===== config.mk =====
export PLATFORM = sky130hd
export DESIGN_NAME = pfb_front_flat
export DESIGN_NICKNAME = d
export VERILOG_FILES = /design/src/rtl/pfb_pkg.sv /design/src/rtl/pfb_if.sv /design/src/rtl/pfb_front.sv /design/src/flat_wrapper.sv
export SDC_FILE = /design/constraint.sdc
export NUM_CORES = 1
export LEC_CHECK = 0
export BUFFER_PORTS_ARGS = -buffer_cell sky130_fd_sc_hd__buf_2
export CAP_MARGIN = 20
export CORE_UTILIZATION = 60
export CTS_CLUSTER_DIAMETER = 50
export DETAILED_ROUTE_END_ITERATION = 12
export GPL_TIMING_DRIVEN = 0
export PLACE_DENSITY = 0.88
export SETUP_SLACK_MARGIN = 0.1
export SLEW_MARGIN = 5
export SYNTH_ARGS = -nofsm -noshare
export SYNTH_HDL_FRONTEND = slang
export SYNTH_SLANG_ARGS = --single-unit

===== constraint.sdc =====
create_clock -name clk -period 6.6 [get_ports clk]
set_input_delay 1.32 -clock clk [delete_from_list [all_inputs] [get_ports clk]]
set_output_delay 1.32 -clock clk [all_outputs]
set_load 0.02 [all_outputs]

===== src/rtl/pfb_pkg.sv =====
package pfb_pkg;

	// Store geometry
	localparam int MAX_WIDTH   = 128;
	localparam int MAX_PAGES   = 8;
	localparam int STORE_BYTES = MAX_WIDTH * MAX_PAGES;
	localparam int ADDR_W      = $clog2(STORE_BYTES);

	// Configuration widths
	localparam int CFG_DATA_W = 8;
	localparam int CFG_IDX_W  = 2;
	localparam int WID_W      = 8;
	localparam int HGT_W      = 7;
	localparam int ROT_W      = 2;

	// Configuration register indexes
	localparam logic [CFG_IDX_W-1:0] CFG_WIDTH    = 2'd0;
	localparam logic [CFG_IDX_W-1:0] CFG_HEIGHT   = 2'd1;
	localparam logic [CFG_IDX_W-1:0] CFG_ROTATION = 2'd2;

	// Reset values
	localparam logic [WID_W-1:0] WIDTH_RST  = 8'd128;
	localparam logic [HGT_W-1:0] HEIGHT_RST = 7'd64;
	localparam logic [ROT_W-1:0] ROT_RST    = 2'd0;

	// Operation codes
	localparam logic [1:0] OP_CLEAR = 2'd0;
	localparam logic [1:0] OP_PLOT  = 2'd1;
	localparam logic [1:0] OP_READ  = 2'd2;

	// Color codes
	localparam logic [1:0] COL_CLR  = 2'd0;
	localparam logic [1:0] COL_SET  = 2'd1;
	localparam logic [1:0] COL_TOG  = 2'd2;
	localparam logic [1:0] COL_KEEP = 2'd3;

	// Rotation modes
	localparam logic [ROT_W-1:0] ROT_0   = 2'd0;
	localparam logic [ROT_W-1:0] ROT_90  = 2'd1;
	localparam logic [ROT_W-1:0] ROT_180 = 2'd2;
	localparam logic [ROT_W-1:0] ROT_270 = 2'd3;

	// Classified command kinds
	localparam logic [1:0] CMD_NOP   = 2'd0;
	localparam logic [1:0] CMD_CLEAR = 2'd1;
	localparam logic [1:0] CMD_PLOT  = 2'd2;
	localparam logic [1:0] CMD_READ  = 2'd3;

	// Command queue
	localparam int QDEPTH = 2;
	localparam int QPTR_W = $clog2(QDEPTH);
	localparam int QCNT_W = $clog2(QDEPTH + 1);

	typedef struct packed {
		logic [1:0]        kind;
		logic [ADDR_W-1:0] addr;
		logic [2:0]        bit_sel;
		logic [1:0]        color;
	} qent_t;

endpackage


===== src/rtl/pfb_if.sv =====
interface pfb_in_if;
	logic              valid;
	logic              ready;
	logic [1:0]        op;
	logic signed [8:0] pos_x;
	logic signed [8:0] pos_y;
	logic [1:0]        color;
	logic [9:0]        byte_index;

	modport source (output valid, op, pos_x, pos_y, color, byte_index, input ready);
	modport sink   (input valid, op, pos_x, pos_y, color, byte_index, output ready);
endinterface



===== src/rtl/pfb_front.sv =====
module pfb_front import pfb_pkg::*; (
	input  logic             clk,
	input  logic             arst_n,
	pfb_in_if.sink           cmd,
	input  logic             hold,
	input  logic [WID_W-1:0] width_in_use,
	input  logic [HGT_W-1:0] height_in_use,
	input  logic [ROT_W-1:0] rotation_mode,
	output logic             push_valid,
	input  logic             push_ready,
	output qent_t            push_data
);

	logic signed [10:0] xs, ys, ws, hs, rx, ry;
	logic               in_bounds;
	logic               plot_ok;
	logic               read_ok;
	logic [15:0]        bi_ext;
	logic [1:0]         kind_d;
	logic               take;

	logic              valid_s1;
	logic [1:0]        kind_s1;
	logic [7:0]        rx_s1;
	logic [7:0]        ry_s1;
	logic [1:0]        color_s1;
	logic [ADDR_W-1:0] addr_s1;

	logic [12:0] page_base;
	logic [13:0] idx;
	logic        idx_ok;

	// Classify and rotate
	always_comb begin
		xs = {{2{cmd.pos_x[8]}}, cmd.pos_x};
		ys = {{2{cmd.pos_y[8]}}, cmd.pos_y};
		ws = {3'b000, width_in_use};
		hs = {4'b0000, height_in_use};
		in_bounds = !xs[10] && (xs < ws) && !ys[10] && (ys < hs);
		case (rotation_mode)
			ROT_90: begin
				rx = ws - ys - 11'sd1;
				ry = xs;
			end
			ROT_180: begin
				rx = ws - xs - 11'sd1;
				ry = hs - ys - 11'sd1;
			end
			ROT_270: begin
				rx = ys;
				ry = hs - xs - 11'sd1;
			end
			default: begin
				rx = xs;
				ry = ys;
			end
		endcase
		plot_ok = in_bounds && !rx[10] && !ry[10];
		bi_ext  = 16'(cmd.byte_index);
		read_ok = bi_ext < 16'(STORE_BYTES);
		case (cmd.op)
			OP_CLEAR: kind_d = CMD_CLEAR;
			OP_PLOT:  kind_d = plot_ok ? CMD_PLOT : CMD_NOP;
			OP_READ:  kind_d = read_ok ? CMD_READ : CMD_NOP;
			default:  kind_d = CMD_NOP;
		endcase
	end

	assign cmd.ready = (!valid_s1 || push_ready) && !hold;
	assign take      = cmd.valid && cmd.ready;

	always_ff @(posedge clk or negedge arst_n) begin
		if (!arst_n) begin
			valid_s1 <= 1'b0;
		end else if (take) begin
			valid_s1 <= 1'b1;
		end else if (push_ready) begin
			valid_s1 <= 1'b0;
		end
	end

	always_ff @(posedge clk) begin
		if (take) begin
			kind_s1  <= kind_d;
			rx_s1    <= rx[7:0];
			ry_s1    <= ry[7:0];
			color_s1 <= cmd.color;
			addr_s1  <= bi_ext[ADDR_W-1:0];
		end
	end

	// Byte index and store range check
	always_comb begin
		page_base = 13'(ry_s1[7:3] * width_in_use);
		idx       = 14'(rx_s1) + 14'(page_base);
		idx_ok    = idx < 14'(STORE_BYTES);
		push_data.kind    = (kind_s1 == CMD_PLOT && !idx_ok) ? CMD_NOP : kind_s1;
		push_data.addr    = (kind_s1 == CMD_PLOT) ? idx[ADDR_W-1:0] : addr_s1;
		push_data.bit_sel = ry_s1[2:0];
		push_data.color   = color_s1;
	end

	assign push_valid = valid_s1;

endmodule


===== src/flat_wrapper.sv =====
// flat-port wrapper written by rule: the top's interface ports become plain ports
module pfb_front_flat import pfb_pkg::*;
  (clk, arst_n, hold, width_in_use, height_in_use, rotation_mode, push_valid, push_ready, push_data, cmd_valid, cmd_op, cmd_pos_x, cmd_pos_y, cmd_color, cmd_byte_index, cmd_ready);
  pfb_in_if cmd_i ();
  input  logic clk;
  input  logic arst_n;
  input  logic hold;
  input  logic [WID_W-1:0] width_in_use;
  input  logic [HGT_W-1:0] height_in_use;
  input  logic [ROT_W-1:0] rotation_mode;
  output logic push_valid;
  input  logic push_ready;
  output qent_t push_data;
  input wire logic [$bits(cmd_i.valid)-1:0] cmd_valid;
  input wire logic [$bits(cmd_i.op)-1:0] cmd_op;
  input wire logic [$bits(cmd_i.pos_x)-1:0] cmd_pos_x;
  input wire logic [$bits(cmd_i.pos_y)-1:0] cmd_pos_y;
  input wire logic [$bits(cmd_i.color)-1:0] cmd_color;
  input wire logic [$bits(cmd_i.byte_index)-1:0] cmd_byte_index;
  output wire logic [$bits(cmd_i.ready)-1:0] cmd_ready;
  assign cmd_i.valid = cmd_valid;
  assign cmd_i.op = cmd_op;
  assign cmd_i.pos_x = cmd_pos_x;
  assign cmd_i.pos_y = cmd_pos_y;
  assign cmd_i.color = cmd_color;
  assign cmd_i.byte_index = cmd_byte_index;
  assign cmd_ready = cmd_i.ready;
  pfb_front u_core (.clk(clk), .arst_n(arst_n), .cmd(cmd_i), .hold(hold), .width_in_use(width_in_use), .height_in_use(height_in_use), .rotation_mode(rotation_mode), .push_valid(push_valid), .push_ready(push_ready), .push_data(push_data));
endmodule

# [Word level (Yosys, flattened, before mapping)]
# Index checks and enable logic that the tools add are counted.
[totals] regBits=31 inputBits=54 out_inout_bits=19 elab_cells=51
[op_classes] add_sub_neg=9 mul=1 magnitude_cmp=3 n_eq_ne=6 n_mux=8 n_reduce_logical=18
[op_table] op="case mux 11 bit (3 select lines)" count=2
[op_table] op="subtractor 11 x 2 -> 11 bit (second input constant)" count=4
[op_table] op="subtractor 8 x 9 -> 10 bit" count=2
[op_table] op="subtractor 9 x 9 -> 10 bit" count=2
[op_table] op="adder 8 x 13 -> 14 bit" count=1
[op_table] op="less-than comparator 14 x 11 -> 1 bit (second input constant)" count=1
[op_table] op="multiplier 5 x 8 -> 13 bit" count=1
[op_table] op="two-way mux 10 bit" count=1
[op_table] op="less-than comparator 9 x 8 -> 1 bit" count=1
[op_table] op="less-than comparator 9 bit" count=1
[op_table] op="equality test 2 bit (second input constant)" count=4
[op_table] op="logical AND 1 bit" count=8
[op_table] op="zero test 1 bit" count=7
[op_table] op="case mux 2 bit (3 select lines)" count=1
[op_table] op="equality test 2 x 1 -> 1 bit (second input constant)" count=2
[op_table] op="two-way mux 2 bit" count=2
[op_table] op="zero test 2 bit" count=1
[op_table] op="two-way mux 1 bit" count=2
[op_table] op="nonzero test 2 bit" count=1
[op_table] op="logical OR 1 bit" count=1

# [Longest topological paths before layout]
[depth] depth_word=8 mapped_depth=16 depth_no_buf=16

# [Worst setup path before layout]
# No wires, ideal clock.
[synth_timing] kind="in2out" start="in width_in_use[1]" end="out push_data[16] in the netlist's numbering" arrival_time_ps=4975 required_ps=5280 slack_ps=305 stages=14 path_buffers=0 cell_sequence="and2_1 -> fa_1 -> fa_1 -> inv_1 -> fa_1 -> inv_1 -> ha_1 -> inv_1 -> o21bai_1 -> a311oi_1 -> o21bai_1 -> a21oi_1 -> xnor2_1 -> o31ai_1"
[synth_rtl] item="from (decl)" line_no="flat_wrapper.sv:8" rtl="input logic [WID_W-1:0] width_in_use;"
[synth_rtl] item="to (decl)" line_no="flat_wrapper.sv:13" rtl="output qent_t push_data;"

==> summary.txt <==
Run status
  – Outcome: complete, no violations

Placed design
  – Port Buffers: 71
  – Final GP Congestion: roughly 0.95
  – Placed Area: 5590 um^2
  – Placed cells: 776
  – Final HPWL DP: 10800 um
  – Post-place setup slack: approximately 0.037 ns

Layout
  – Share of cells above drive strength 1: 0.153
  – Final non-filler cell total: 784
  – Antenna Cells: 0
  – Layout overhead on the synthesized area: 12.8%
  – Commonest non-fill, non-tap cell in the layout: inv_1
  – Fin nets: between 800 and 900
  – Post-layout util: 0.697
  – Final instance area: 5730 um^2
  – Commonest cells after routing, fill and taps aside: 78 x inv_1, 74 x buf_2, 58 x ha_1, 52 x nand2_1, 43 x a21oi_1
  – Fillers: 644

Clock tree
  – H-tree depth: 2
  – CTS max path bufs: 2
  – Later-pin clock latency in the skew report: 0.28 ns
  – Sink Count: 31
  – TritonCTS Buffers: 5
  – CTS tree: done
  – Clk root buf: clkbuf_8
  – Clk slew on worst S/H paths: ~0.06 ns

Critical path
  – Setup crit end kind: output port
  – R2R Path Start: u_core.push_valid$_DFFE_PN0P_
  – Crit path arrival time: 5.07 ns
  – Crit path top cell by count: fa_1
  – Delay-heaviest family, CP: adder cells
  – CP peak stage delay: 0.54 ns
  – Type of origin of the critical path: primary input
  – Worst setup path startpoint: width_in_use[3]
  – Critical path class: in -> out
  – Buf/Inv on CP: 4
  – Worst path slowest cell: fa_1
  – Critical Path RT: approximately 5.3 ns
  – Cell Chain, Critical Path: buf_2 > and2_1 > fa_1 > fa_1 > inv_1 > fa_1 > inv_1 > ha_1 > nand4_1 > nor2_1 > a41oi_1 > o211ai_1 > xnor2_1 > nand4b_1 > o31ai_1 > buf_2
  – Largest fanout on the critical path: 7

Timing
  – Max Slew Vio Count: 0
  – Final hold viol count: 0
  – Final Critical Period: approximately 6.4 ns
  – Max_slew headroom: 0.583
  – RSZ-0062 raised after global routing: true
  – Fin Setup TNS: 0 ns
  – Fmax: about 0.16 GHz
  – Period utilization: 0.967
  – PnR worst setup slack: 0.215 ns
  – Hold slack: 0.506 ns
  – Slew @ Worst Pin: around 0.63 ns
  – Finish-stage setup viols: 0
  – Clock skew: 0.00313 ns

Power and ir drop
  – Clock power share: 0.157
  – Peak VDD IR: 0.0000815 V
  – Sequential Power Share: 0.211
  – Combinational power share: 0.632
  – Internal Pwr Total: 0.646 mW
  – Leakage: approximately 2.6 nW
  – Psw: 0.497 mW
  – Switching Fraction: 0.435
  – Pwr Total: 1.14 mW
  – Pwr/cell area: 199 nW/um^2

Synth
  – Mapped Avg Cell Area: 8.48 um^2
  – Syn nets: 743
  – Yosys cell types: 62
  – Yosys reg bits: 31
  – Async SR Flop Fraction: 0.0323
  – Warnings, synthesis: 0
  – Number of synthesized flops with an enable pin: 30
  – Sequential area share after synthesis: 0.182
  – Post-synth top area share: 0.177
  – Post-synth top area cell: edfxtp_1
  – Mapped Cells: 599
  – Top cells by area, synth: edfxtp_1 18%, ha_1 15%, fa_1 12%
  – Synth Cell Area: just over 5000 um^2
  – Top FF cell, synth: edfxtp_1

Drt
  – Starting DRC count in detailed routing: 331
  – ANT nets after route: 0
  – Final wirelength: 13300 um
  – First drt pass iteration count: 5
  – Number of vias per cell: 6.17
  – DR WL/cell: 17.0 um
  – Total number of vias: 4841
  – DRC Markers: 0

Hold path
  – Beginning of the worst hold path: u_core.push_valid$_DFFE_PN0P_
  – Hold WC Path Type: reg -> reg

Flow run
  – Max-cap violation count: 0

Floorplan
  – Row cnt: 33
  – # IOs: 73
  – Die Span Y: between 90 and 100 um
  – Initial cell density of the core: 0.618
  – Die width: 94.0 um
  – CORE AREA: 8220 um^2
  – Die footprint: just under 9000 um^2

Global route
  – Vias in the first global route: between 4000 and 5000
  – Initial antenna violation count: 0
  – Pin count of the biggest net entering global routing: 21
  – GRT overflow: 0
  – GR Util All Layers: 0.309
  – First-pass GRT wire length: approximately 21000 um
-- power groups by stage --
stage | Clock (mW) | Combinational, mW | Sequential, mW
2_1_floorplan | 0 | 0.521 | 0.244
3_3_place_gp | 0 | 0.652 | 0.245
3_5_place_dp | 0 | 0.684 | 0.246
4_1_cts | 0.181 | 0.697 | 0.241
5_1_grt | 0.189 | 0.799 | 0.243
6_report | 0.179 | 0.722 | 0.241
-- worst paths after layout --
check | end | cells past startpoint | slack, ns
worst max-delay path | push_data[16] | 16 | 0.21
worst min-delay path | u_core.push_valid$_DFFE_PN0P_ | 1 | 0.51
worst max register to register | u_core.rx_s1[4]$_DFFE_PP_ | 3 | 4.96
worst min register to register | u_core.push_valid$_DFFE_PN0P_ | 1 | 0.51
max in group asynchronous | u_core.push_valid$_DFFE_PN0P_ | 1 | 5.72
min in group asynchronous | u_core.push_valid$_DFFE_PN0P_ | 1 | 0.80
-- registers in the layout, summed over array words and instances (netlist names) --
name               cells
u_core.rx_s1           8
u_core.addr_s1        10
u_core.push_valid      1
u_core.ry_s1           8
u_core.kind_s1         2
u_core.color_s1        2
-- cell usage after synthesis, types with 7 or more instances --
library cell  number
mux2_2             7
xor2_1            15
nor3_1            13
nor2_1            36
a221oi_1          13
a21oi_1           44
edfxtp_1          30
fa_1              30
ha_1              60
xnor2_1           20
nor2b_1            9
mux2i_1           15
o21bai_1           7
inv_1             78
a211oi_1           7
and2_1            22
nand2b_1           9
nor3b_1            8
nand2_1           52
o21ai_0           17
clkbuf_1          12
nand3_1           11
o21ai_1            8
-- cell families after synthesis --
group                      synth area share
AOI/OAI and AO/OA                     0.173
DFF                                   0.182
and+or+nand+nor                       0.192
adders and majority gates             0.266
buffers and inverters                0.0769
muxes                                0.0495
xor gates and xnor gates             0.0604
-- routing by layer --
metal,part of all wire,track usage
met5,0,0
met4,0.052,0.160
met3,0.065,0.0340
met2,0.50,0.549
met1,0.39,0.365
-- worst reg2reg max path, delay by kind of cell, from the launching register on --
family                 cells  cell delay, ns
AOI/OAI and AO/OA          1            0.16
DFF                        1            0.39
and+or+nand+nor            1            0.55
buffers and inverters      1            0.24
-- area by class of cell --
cell class,instances,area (um^2),share of cell area
timing repair buffer,72,383,0.0668
tap,105,131,0.0229
buffer,20,90.1,0.0157
clock buffer,5,68.8,0.0120
clock inverter,3,38.8,0.00677
inverter,80,300,0.0524
sequential,31,926,0.162
multi-input combinational,468,3790,0.662
-- what timing repair did --
action                                  in CTS  in global routing
resized for setup                            1                  4
hold buffers                                 0                  0
endpoints found under the setup margin       1                  2
gates cloned                                 0                  0
setup buffers                                0                  0
pin swaps                                    0                  4
Power figures use the tool's default switching activity.
