**src/rtl/pfb_pkg.sv**
```systemverilog
package pfb_pkg;

	// Store geometry
	localparam int MAX_WIDTH   = 128;
	localparam int MAX_PAGES   = 8;
	localparam int STORE_BYTES = MAX_WIDTH * MAX_PAGES;
	localparam int ADDR_W      = $clog2(STORE_BYTES);

	// Configuration widths
	localparam int CFG_DATA_W = 8;
	localparam int CFG_IDX_W  = 2;
	localparam int WID_W      = 8;
	localparam int HGT_W      = 7;
	localparam int ROT_W      = 2;

	// Configuration register indexes
	localparam logic [CFG_IDX_W-1:0] CFG_WIDTH    = 2'd0;
	localparam logic [CFG_IDX_W-1:0] CFG_HEIGHT   = 2'd1;
	localparam logic [CFG_IDX_W-1:0] CFG_ROTATION = 2'd2;

	// Reset values
	localparam logic [WID_W-1:0] WIDTH_RST  = 8'd128;
	localparam logic [HGT_W-1:0] HEIGHT_RST = 7'd64;
	localparam logic [ROT_W-1:0] ROT_RST    = 2'd0;

	// Operation codes
	localparam logic [1:0] OP_CLEAR = 2'd0;
	localparam logic [1:0] OP_PLOT  = 2'd1;
	localparam logic [1:0] OP_READ  = 2'd2;

	// Color codes
	localparam logic [1:0] COL_CLR  = 2'd0;
	localparam logic [1:0] COL_SET  = 2'd1;
	localparam logic [1:0] COL_TOG  = 2'd2;
	localparam logic [1:0] COL_KEEP = 2'd3;

	// Rotation modes
	localparam logic [ROT_W-1:0] ROT_0   = 2'd0;
	localparam logic [ROT_W-1:0] ROT_90  = 2'd1;
	localparam logic [ROT_W-1:0] ROT_180 = 2'd2;
	localparam logic [ROT_W-1:0] ROT_270 = 2'd3;

	// Classified command kinds
	localparam logic [1:0] CMD_NOP   = 2'd0;
	localparam logic [1:0] CMD_CLEAR = 2'd1;
	localparam logic [1:0] CMD_PLOT  = 2'd2;
	localparam logic [1:0] CMD_READ  = 2'd3;

	// Command queue
	localparam int QDEPTH = 2;
	localparam int QPTR_W = $clog2(QDEPTH);
	localparam int QCNT_W = $clog2(QDEPTH + 1);

	typedef struct packed {
		logic [1:0]        kind;
		logic [ADDR_W-1:0] addr;
		logic [2:0]        bit_sel;
		logic [1:0]        color;
	} qent_t;

endpackage

```
**src/rtl/pfb_queue.sv**
```systemverilog
module pfb_queue import pfb_pkg::*; (
	input  logic  clk,
	input  logic  arst_n,
	input  logic  wr_valid,
	output logic  wr_ready,
	input  qent_t wr_data,
	output logic  rd_valid,
	input  logic  rd_ready,
	output qent_t rd_data
);

	qent_t             entries_q [QDEPTH];
	logic [QPTR_W-1:0] wr_ptr_q;
	logic [QPTR_W-1:0] rd_ptr_q;
	logic [QCNT_W-1:0] count_q;
	logic              push;
	logic              pop;

	assign wr_ready = count_q != QCNT_W'(QDEPTH);
	assign rd_valid = count_q != '0;
	assign rd_data  = entries_q[rd_ptr_q];
	assign push     = wr_valid && wr_ready;
	assign pop      = rd_valid && rd_ready;

	always_ff @(posedge clk) begin
		if (push) begin
			entries_q[wr_ptr_q] <= wr_data;
		end
	end

	always_ff @(posedge clk or negedge arst_n) begin
		if (!arst_n) begin
			wr_ptr_q <= '0;
			rd_ptr_q <= '0;
			count_q  <= '0;
		end else begin
			if (push) begin
				wr_ptr_q <= (wr_ptr_q == QPTR_W'(QDEPTH - 1)) ? '0 : wr_ptr_q + 1'b1;
			end
			if (pop) begin
				rd_ptr_q <= (rd_ptr_q == QPTR_W'(QDEPTH - 1)) ? '0 : rd_ptr_q + 1'b1;
			end
			if (push && !pop) begin
				count_q <= count_q + 1'b1;
			end else if (pop && !push) begin
				count_q <= count_q - 1'b1;
			end
		end
	end

`ifndef SYNTHESIS
	a_count_bound: assert property (@(posedge clk) disable iff (!arst_n)
		count_q <= QCNT_W'(QDEPTH))
		else $error("queue count beyond depth");
	a_push_grows: assert property (@(posedge clk) disable iff (!arst_n)
		push && !pop |=> count_q == $past(count_q) + 1'b1)
		else $error("queue count did not grow on push");
	a_ptr_gap: assert property (@(posedge clk) disable iff (!arst_n)
		count_q == '0 |-> wr_ptr_q == rd_ptr_q)
		else $error("queue pointers apart while empty");
`endif

endmodule

```
**config.mk**
```make
export PLATFORM = sky130hd
export DESIGN_NAME = pfb_queue
export DESIGN_NICKNAME = d
export VERILOG_FILES = /design/src/rtl/pfb_pkg.sv /design/src/rtl/pfb_queue.sv
export SDC_FILE = /design/constraint.sdc
export NUM_CORES = 1
export LEC_CHECK = 0
export ABC_CLOCK_PERIOD_IN_PS = 2250
export BUFFER_PORTS_ARGS = -buffer_cell sky130_fd_sc_hd__buf_2
export CORE_MARGIN = 5
export CORE_UTILIZATION = 50
export CTS_BUF_LIST = sky130_fd_sc_hd__clkbuf_4 sky130_fd_sc_hd__clkbuf_8 sky130_fd_sc_hd__clkbuf_16
export DETAILED_ROUTE_END_ITERATION = 6
export PLACE_DENSITY = 0.77
export SKIP_LAST_GASP = 1
export SYNTH_ARGS = -nofsm -noshare
export SYNTH_HDL_FRONTEND = slang
export SYNTH_SLANG_ARGS = --single-unit
```
**constraint.sdc**
```tcl
create_clock -name clk -period 2.25 [get_ports clk]
set_input_delay 0.3375 -clock clk [delete_from_list [all_inputs] [get_ports clk]]
set_output_delay 0.3375 -clock clk [all_outputs]
set_load 0.1 [all_outputs]
```
## Yosys cells after proc, flatten, opt, wreduce, memory -nomap -nowiden

Memories as Yosys holds them, arrays and structs flattened.
Cells that the tools add are included.

| word-level totals | value |
|---|---|
| memory bits (read-only) | 0 |
| flip-flop bits (word level) | 4 |
| bits in latches | 0 |
| word-level logic and storage cells | 23 |
| RAM bits | 34 |
| memories kept | 1 |
| output and inout port bits | 19 |

Memories:

| name | depth | bits a word | read ports | clocked after Yosys merged registers in | wr ports | RTL line | source |
|---|---|---|---|---|---|---|---|
| entries_q | 2 | 17 | 1 | 0 | 1 | pfb_queue.sv:12 | `qent_t entries_q [QDEPTH];` |

| cells by class | value |
|---|---|
| div/mod/pow operators | 0 |
| multiplexer cells | 6 |
| add/sub/neg operators | 4 |
| bitwise gates (word level) | 0 |
| shift-type cells | 0 |
| reduce and logical (&&, ||, !) cells | 8 |
| equal/unequal tests | 1 |
| $mul | 0 |
| order comparisons | 0 |

Operators by type and width:

| cell | number |
|---|---|
| $logic_and A1 B1 Y1 | 4 |
| $mux W1 | 4 |
| $mux W2 | 2 |
| $reduce_bool A2 Y1 | 2 |
| $add A1 B1 Y1 const B | 2 |
| $add A2 B1 Y2 const B | 1 |
| $logic_not A1 Y1 | 2 |
| $ne A2 B2 Y1 const B | 1 |
| $sub A2 B1 Y2 const B | 1 |

## Longest topological paths before layout

Gate-level depths: netlist (run 1).

| logic depth | value |
|---|---|
| word-level depth | 6 |
| mapped depth | 7 |
| mapped depth without buffers | 7 |

## Worst setup path after synthesis (run 1)

Ideal clock, no wire load.

| timing path | value |
|---|---|
| path type | reg-to-reg |
| start point | register count_q[0] |
| end point | memory entries_q[0][0] (netlist name), enable pin |
| path buffers | 0 |
| required time | 1.859 ns |
| cell stages (with the launch flop) | 4 |
| arrival time | 2.222 ns |
| path slack | -0.363 ns |
| cells stage by stage | dfrtp_1 nand2b_1 nand2_1 nor2_1 |

| between the ends | value |
|---|---|
| cells in the longest elaborated chain, start to end | 4 |

Ends and longest elaborated chain:

| element | RTL line | source |
|---|---|---|
| start: declaration | pfb_queue.sv:15 | `logic [QCNT_W-1:0] count_q;` |
| start signal: assignment | pfb_queue.sv:44 | `count_q <= count_q + 1'b1;` |
| start signal: assignment | pfb_queue.sv:46 | `count_q <= count_q - 1'b1;` |
| $ne A2 B2 Y1 | pfb_queue.sv:19 | `assign wr_ready = count_q != QCNT_W'(QDEPTH);` |
| net wr_ready | pfb_queue.sv:5 | `output logic wr_ready,` |
| $logic_and A1 B1 Y1 | pfb_queue.sv:22 | `assign push = wr_valid && wr_ready;` |
| $mux W1 | pfb_queue.sv:26 | `if (push) begin` |
| $mux W1 (implied by the code) | pfb_queue.sv:27 | `entries_q[wr_ptr_q] <= wr_data;` |
| end: declaration | pfb_queue.sv:12 |  |

The timed path passes the listed nets, and every way through them passes these cells.

==> flow_summary.json, run 1 <==
{
  "status": "complete, no violations",
  "place_congestion": 0.635,
  "worstPathCellList": "buf_4, mux2_2, buf_12",
  "numCtsBuffers": 5,
  "io_pins": 40,
  "ys_warn_count": 0,
  "slew_headroom": 0.676,
  "drt_iter0_markers": 3,
  "cts.sinks": 38,
  "grt_pass1_vias": 769,
  "rsz0062_at_grt": "no",
  "fp.dieH_um": 64.3,
  "hp-class": "in -> reg",
  "grt_max_degree": 12,
  "htreeDepth": 2,
  "layout_commonest_cell": "edfxtp_1",
  "nets": 143,
  "rr_startpoint": "count_q[0]",
  "arrival_ns": 1.44,
  "critPathRequiredTime_ns": 1.91,
  "die_area_mm2": 0.00413,
  "drtPass1Iterations": 4,
  "fmax_ghz": 0.563,
  "post_cts_buffers": 0,
  "r2r-end": "count_q[1]",
  "drv_slew": 0,
  "ys_seq_area_frac": 0.761,
  "ys_types": 16,
  "drive_gt1_frac": 0.582,
  "track_usage": 0.120,
  "slowest_delay_ns": 0.38,
  "insertion_delay_ns": 0.33,
  "wl_per_cell_um": 14.8,
  "synth_top_family_by_area": "multiplexers",
  "yosys.area_share.simple": 0.0246,
  "synthesis.nets": 93,
  "row_count": 19,
  "cts_tree": "built",
  "dr_total_vias": 742,
  "drt_wl_total_um": 2260,
  "synthAdderAreaFrac": 0.00849,
  "ant_nets": 0,
  "viasPerCell": 4.85,
  "yosysTopAreaCell": "edfxtp_1",
  "crit_end": "rd_data[1]",
  "synthTopCellsByArea": "edfxtp_1 (69%), mux2_4 (9.2%), dfrtp_1 (6.8%)",
  "end_kind": "output port",
  "cts_buffer_depth": 2,
  "min_period_ns": 1.78,
  "hp-start": "wr_data[5]",
  "die_w_um": 64.3,
  "max_cap_viol_count": 0,
  "synth_top_area_share": 0.693,
  "synthXorXnorAreaFrac": 0.0297,
  "antenna-diode-count": 0,
  "start_kind": "register",
  "finalClockSkew_ns": 0.00711,
  "cts.clk_slew.worst_paths_ns": 0.10,
  "grt_pass1_wl_um": 3690,
  "start_util": 0.530,
  "synthToLayoutAreaGrowth_pct": 38.3,
  "hpwlAfterDp_um": 1770,
  "final_cell_mix": "edfxtp_1 (34), buf_2 (22), buf_12 (17), mux2_4 (9), mux2_2 (8)",
  "ys_ff_latch": 38,
  "antenna_found_initial": 0,
  "syn-cell-area_mm2": 0.00147,
  "core_mm2": 0.00278,
  "slowest_stage": "mux2_2",
  "setup_viol": 0,
  "crit_type": "reg -> out",
  "worst_pin_slew_ns": 0.490,
  "synthMuxAreaShare": 0.153,
  "grt-ovfl-total": 0,
  "crit_fanout": 10,
  "startpoint": "rd_ptr_q",
  "drc": 0,
  "finalHoldViolCount": 0,
  "final.setup.tns_ns": 0,
  "synth_compound_gate_area_share": 0,
  "synthCells": 71,
  "timing.final.crit_share": 0.789,
  "cts-root-buf": "clkbuf_4",
  "r2r_slack_ns": 0.74,
  "rr_worst_depth": 7,
  "synth_area_per_cell_um2": 20.8,
  "portBuffers": 39
}
registers in the layout, indices dropped and copies added (netlist names):
signal / flops
entries_q: 34
count_q: 2
wr_ptr_q: 1
rd_ptr_q: 1
cell usage after synthesis (all sizes together):
library cell,n
and3,1
buf,2
dfrtp,4
edfxtp,34
ha,1
inv,1
mux2,17
nand2,2
nand2b,1
nor2,2
or2,1
xnor2,3
xor2,2
area by class of cell:
| cell class | instances | area [um^2] |
|---|---|---|
| sequential | 38 | 1120 |
| fill | 181 | 743 |
| timing repair buffer | 45 | 498 |
| multi-input combinational | 30 | 323 |
| clock buffer | 6 | 45.0 |
| tap | 31 | 38.8 |
| clock inverter | 2 | 8.76 |
| inverter | 1 | 3.75 |
how the worst min path moves through the flow:
stage	to	slack (ns)	depth (start not counted)
6_report	entries_q[0][5]	0.19	1
5_1_grt	entries_q[1][12]	0.16	1
4_1_cts	entries_q[0][12]	0.18	1
3_5_place_dp	count_q[1]	0.15	1
3_3_place_gp	count_q[1]	0.15	1
2_1_floorplan	count_q[0]	0.04	0
logic make-up (layout without fill, tap and decap cells):
logic type / Yosys count / in the layout
muxes: 17 / 17
DFF: 38 / 38
and+or+nand+nor: 7 / 7
xor gates and xnor gates: 5 / 5
adders and majority gates: 1 / 1
buffers and inverters: 3 / 54
metrics by stage:
stage	cell area, um^2	hold slack [ns]	worst slack (ns)	std cells	utilization
2_1_floorplan	1480	0.0419	0.295	71	-
3_3_place_gp	1970	0.145	0.797	144	0.710
3_5_place_dp	1970	0.150	0.742	144	0.710
4_1_cts	2040	0.175	0.443	153	0.733
5_1_grt	2040	0.162	0.386	153	0.733
6_report	2040	0.193	0.474	153	0.733
timing repair:
item                                   CTS  global route
hold buffers                             1             0
endpoints found under the hold margin    4             0
resized for setup                        0             0
worst max-delay path, delay by kind of cell (launching register included):
family	cells	cell delay, ns
multiplexers	1	0.38
flip-flops	1	0.36
buffers and inverters	2	0.36
layer usage:
layer / up-vias / global-route usage / wire length (um)
met1: 344 / 0.146 / 935
li1: 369 / - / -
met5: - / 0 / 0
met4: 0 / 0.0534 / 41
met3: 5 / 0.0665 / 182
met2: 24 / 0.175 / 1100
Power of run 1 is left out: the tool's default activity adds up to more than one toggle a clock period on the data nets, which glitch-free logic cannot reach.
==> inputs of run 2 (changes only) <==
--- a/config.mk
+++ b/config.mk
@@ -5,13 +5,13 @@
 export SDC_FILE = /design/constraint.sdc
 export NUM_CORES = 1
 export LEC_CHECK = 0
-export ABC_CLOCK_PERIOD_IN_PS = 2250
+export ABC_CLOCK_PERIOD_IN_PS = 1560
 export BUFFER_PORTS_ARGS = -buffer_cell sky130_fd_sc_hd__buf_2
 export CORE_MARGIN = 5
-export CORE_UTILIZATION = 50
+export CORE_UTILIZATION = 46
 export CTS_BUF_LIST = sky130_fd_sc_hd__clkbuf_4 sky130_fd_sc_hd__clkbuf_8 sky130_fd_sc_hd__clkbuf_16
 export DETAILED_ROUTE_END_ITERATION = 6
-export PLACE_DENSITY = 0.77
+export PLACE_DENSITY = 0.74
 export SKIP_LAST_GASP = 1
 export SYNTH_ARGS = -nofsm -noshare
 export SYNTH_HDL_FRONTEND = slang
==> constraint.sdc (replaced) <==
create_clock -name clk -period 1.56 [get_ports clk]
set_input_delay 0.234 -clock clk [delete_from_list [all_inputs] [get_ports clk]]
set_output_delay 0.234 -clock clk [all_outputs]
set_load 0.1 [all_outputs]
==> run 2 against run 1 <==
  * The run now ends with setup timing left
  * Highest routed layer unchanged
  * Clock skew up 0.00088 ns
  * Register-to-register slack lost 0.62 ns
  * Flip-flop and latch count is the same
  * Via count up 2.7%
  * Global-route usage grew 0.48 points
  * First-iteration DRC count grew to 4.0 times the previous value
  * Sequential share of layout area down 2.7 points
  * Wire length increased by 6.4%
  * Critical endpoint is now rd_data[11]
  * Largest cell class unchanged
  * Setup slack got worse by 0.58 ns
==> flow_summary.json, run 2 (synthesis gave the netlist of run 1 again) <==
{
  "status": "finished with violations",
  "failed_checks": "setup timing",
  "wl_met1_um": 918,
  "wl_met3_um": 83,
  "top_register": "entries_q",
  "antenna_found_initial": 0,
  "die_w_um": 66.6,
  "slew_headroom": 0.726,
  "grt_max_degree": 18,
  "numCtsBuffers": 5,
  "drt_wl_total_um": 2410,
  "cts.clk_slew.worst_paths_ns": 0.10,
  "finalHoldViolCount": 0,
  "track_usage": 0.125,
  "viasPerCell": 4.56,
  "min_period_ns": 1.67,
  "die_area_mm2": 0.00444,
  "io_pins": 40,
  "crit_type": "reg -> out",
  "drc": 0,
  "critPathRequiredTime_ns": 1.33,
  "dr_wl_met2_um": 1350,
  "fp.dieH_um": 66.6,
  "nets": 144,
  "crit_fanout": 4,
  "worst_pin_slew_ns": 0.411,
  "core_mm2": 0.00305,
  "largest_reg_flops": 34,
  "start_kind": "register",
  "max_cap_viol_count": 0,
  "fmax_ghz": 0.600,
  "row_count": 20,
  "drtPass1Iterations": 4,
  "rsz0062_at_grt": "yes",
  "dp_cells": 155,
  "synthToLayoutAreaGrowth_pct": 45.6,
  "drive_gt1_frac": 0.626,
  "insertion_delay_ns": 0.33,
  "final_cell_mix": "edfxtp_1 (34), buf_2 (20), buf_12 (18), mux2_4 (17), clkbuf_4 (8)",
  "grt_pass1_wl_um": 3840,
  "arrival_ns": 1.43,
  "portBuffers": 39,
  "drv_slew": 0,
  "cts-root-buf": "clkbuf_4",
  "fin_cells": 167,
  "wl_per_cell_um": 14.4,
  "fin_ws_ns": -0.108,
  "finish.utilization": 0.703,
  "start_util": 0.483,
  "r2r_slack_ns": 0.12,
  "place_congestion": 0.623,
  "htreeDepth": 2,
  "timing.final.crit_share": 1.07,
  "setup_viol": 17,
  "cts_buffer_depth": 2,
  "layout_commonest_cell": "edfxtp_1",
  "hp-class": "in -> reg",
  "top_regs": "entries_q x34, count_q x2",
  "hpwlAfterDp_um": 1740,
  "drt_iter0_markers": 12,
  "grt-ovfl-total": 0,
  "cts.sinks": 38,
  "highest_layer": "met4",
  "antenna-diode-count": 0,
  "dr_total_vias": 762,
  "grt_pass1_vias": 824,
  "cts_tree": "built",
  "ant_nets": 0,
  "finalClockSkew_ns": 0.00799,
  "end_kind": "output port"
}
[run 2: path summary, 6_finish.rpt]
path,startpoint,endpoint,cells past startpoint
hold / removal,wr_data[1],entries_q[1][1],1
hold reg to reg,wr_ptr_q,wr_ptr_q,1
max in group asynchronous,arst_n,rd_ptr_q,2
setup reg to reg,count_q[0],count_q[1],6
min in group asynchronous,arst_n,rd_ptr_q,2
setup / recovery,rd_ptr_q,rd_data[11],3
[run 2: worst max-delay path: stages, from the launching register on]
cell and delay (ns):
dfrtp_2 0.45, buf_4 0.17, mux2_4 0.31, buf_12 0.17
[run 2: cell type report]
cell class              count  area, um^2
clock buffers               8        60.1
fillers                   211         907
inverters                   1        3.75
multi-input cells          30         374
flip-flops and latches     38        1120
well taps                  44        55.1
repair buffers             46         531
[run 2: repair_timing]
action                     in CTS  in global routing
cloned                          0                  1
hold endpoints to repair        4                  0
setup endpoints to repair      19                 19
pin swaps                       0                  0
buffers inserted                1                  1
hold buffers                    1                  0
gates resized for setup        12                  3
[run 2: through the flow]
stage	hold slack, ns	setup TNS [ns]	instance area (um^2)	setup slack (ns)
6_report	0.0879	-1.63	2150	-0.108
5_1_grt	0.0588	-2.55	2150	-0.160
4_1_cts	0.0762	-1.88	2130	-0.118
3_5_place_dp	0.0459	0	2010	0.125
3_3_place_gp	0.0432	0	2010	0.205
2_1_floorplan	-0.0616	0	1500	0.00560
[run 2: per-layer routing]
layer,vias up,global-route usage
met2,19,0.222
met5,-,0
met4,0,0.0761
met3,7,0.0371
li1,368,-
met1,368,0.128
Power of run 2 is left out for the same reason.
==> inputs of run 3 (changes only) <==
--- a/config.mk
+++ b/config.mk
@@ -10,6 +10,7 @@
 export CORE_MARGIN = 5
 export CORE_UTILIZATION = 46
 export CTS_BUF_LIST = sky130_fd_sc_hd__clkbuf_4 sky130_fd_sc_hd__clkbuf_8 sky130_fd_sc_hd__clkbuf_16
+export CTS_CLUSTER_DIAMETER = 150
 export DETAILED_ROUTE_END_ITERATION = 6
 export PLACE_DENSITY = 0.74
 export SKIP_LAST_GASP = 1
==> constraint.sdc (replaced) <==
create_clock -name clk -period 1.56 [get_ports clk]
set_input_delay 0.156 -clock clk [delete_from_list [all_inputs] [get_ports clk]]
set_output_delay 0.156 -clock clk [all_outputs]
set_load 0.1 [all_outputs]
==> run 3 against run 2 <==
  * The flow still finishes with violations (setup timing)
  * Flip-flop and latch count unchanged
  * Die area unchanged
  * Hold slack got worse by 0.0066 ns
  * Maximum frequency increased by 4.2%
  * Via count increased by 8.5%
==> flow_summary.json, run 3 (synthesis gave the netlist of run 1 again) <==
{
  "min_period_ns": 1.60,
  "holdWs_ns": 0.0812,
  "synthToLayoutAreaGrowth_pct": 55.6,
  "viasPerCell": 4.54,
  "nets": 159,
  "io_pins": 40,
  "wl_per_cell_um": 15.2,
  "grt_pass1_vias": 909,
  "arrival_ns": 1.44,
  "finalHoldViolCount": 0,
  "crit_family": "flip-flops",
  "dr_total_vias": 827,
  "status": "finished with violations",
  "slew_headroom": 0.721,
  "top_regs": "entries_q x34, count_q x2",
  "timing.final.crit_share": 1.03,
  "start_kind": "register",
  "rr_worst_depth": 6,
  "whs_path_depth": 3,
  "core_mm2": 0.00305,
  "die_area_mm2": 0.00444,
  "fin_ws_ns": -0.0410,
  "row_count": 20,
  "drc": 0,
  "fin_cells": 182,
  "hpwlAfterDp_um": 1790,
  "worstPathCellList": "buf_6, mux2_4, buf_12",
  "ant_nets": 0,
  "grt_pass1_wl_um": 4440,
  "drt_wl_total_um": 2770,
  "track_usage": 0.150,
  "final.setup.tns_ns": -0.622,
  "htreeDepth": 2,
  "finalClockSkew_ns": 0.00642,
  "place_congestion": 0.625,
  "cts-root-buf": "clkbuf_4",
  "die_w_um": 66.6,
  "rsz0062_at_grt": "yes",
  "portBuffers": 39,
  "final_cell_mix": "edfxtp_1 (34), buf_2 (20), dlygate4sd3_1 (18), buf_12 (18), mux2_4 (17)",
  "critPathRequiredTime_ns": 1.40,
  "top_register": "entries_q",
  "crit_fanout": 9,
  "drv_slew": 0,
  "cts.clk_slew.worst_paths_ns": 0.10,
  "crit_type": "reg -> out",
  "antenna-diode-count": 0,
  "cp_num_buf_inv": 2,
  "nFillCells": 204,
  "insertion_delay_ns": 0.35,
  "slowest_stage": "dfrtp_1",
  "grt-ovfl-total": 0,
  "failed_checks": "setup timing",
  "layout_commonest_cell": "edfxtp_1",
  "numCtsBuffers": 5,
  "antenna_found_initial": 0,
  "end_kind": "output port",
  "cts_tree": "built",
  "drtPass1Iterations": 5,
  "cts.sinks": 38,
  "drt_iter0_markers": 10,
  "dp_cells": 155,
  "hp-class": "in -> reg",
  "max_cap_viol_count": 0,
  "start_util": 0.483,
  "drive_gt1_frac": 0.529,
  "fp.dieH_um": 66.6,
  "largest_reg_flops": 34,
  "grt_max_degree": 18,
  "slowest_delay_ns": 0.41,
  "fmax_ghz": 0.625,
  "setup_viol": 17,
  "worst_pin_slew_ns": 0.418,
  "cts_buffer_depth": 2,
  "worstSetupPathDepth": 3
}
==> run 3: changes by cell type in the layout (fill, tap and decap cells not counted) <==
cell,change
dfrtp_1,+1
clkinv_1,+1
dfrtp_2,-1
dlygate4sd3_1,+17
clkinv_2,+1
buf_4,-4
==> run 3: path summary, 6_finish.rpt <==
kind,start,endpoint,slack (ns)
max reg2reg,count_q[0],count_q[1],0.13
min in group asynchronous,arst_n,count_q[1],0.13
min,rd_ready,rd_ptr_q,0.08
min reg2reg,count_q[0],count_q[0],0.56
max in group asynchronous,arst_n,rd_ptr_q,1.31
max,rd_ptr_q,rd_data[11],-0.04
==> run 3: what timing repair did <==
| item | CTS | global route |
|---|---|---|
| buffers inserted | 1 | 0 |
| hold endpoints to repair | 38 | 0 |
| hold buffers | 18 | 0 |
| pin swaps | 0 | 0 |
| setup endpoints to repair | 17 | 19 |
| resized for setup | 10 | 2 |
==> run 3: worst register-to-register path, delay by kind of cell, from the launching register on <==
family                   cells  cell delay (ns)
AND/OR/NAND/NOR              3             0.43
XOR/XNOR                     2             0.30
adder cells (fa/ha/maj)      1             0.16
flip-flops                   1             0.44
==> run 3: layout make-up <==
cell class	instances	area, um^2	area share
clock buffer	6	45.0	0.0196
multi-input combinational	30	374	0.163
sequential	38	1120	0.489
inverter	1	3.75	0.00164
tap	44	55.1	0.0240
clock inverter	2	8.76	0.00382
timing repair buffer	61	686	0.299
==> run 3: routing by layer <==
layer,vias up,wire length [um],global-route usage
met4,0,60,0.0685
met1,400,1030,0.157
met3,6,125,0.0607
met5,-,0,0
li1,400,-,-
met2,21,1550,0.259
==> run 3: stage by stage <==
stage                     utilization  instance area (um^2)  setup WS, ns
final                           0.751                  2290       -0.0410
after global routing            0.751                  2290        -0.119
after CTS                       0.750                  2290       -0.0632
after detailed placement        0.658                  2010         0.146
after global placement          0.658                  2010         0.211
after floorplan                     -                  1500       0.00560
Power of run 3 is left out for the same reason.
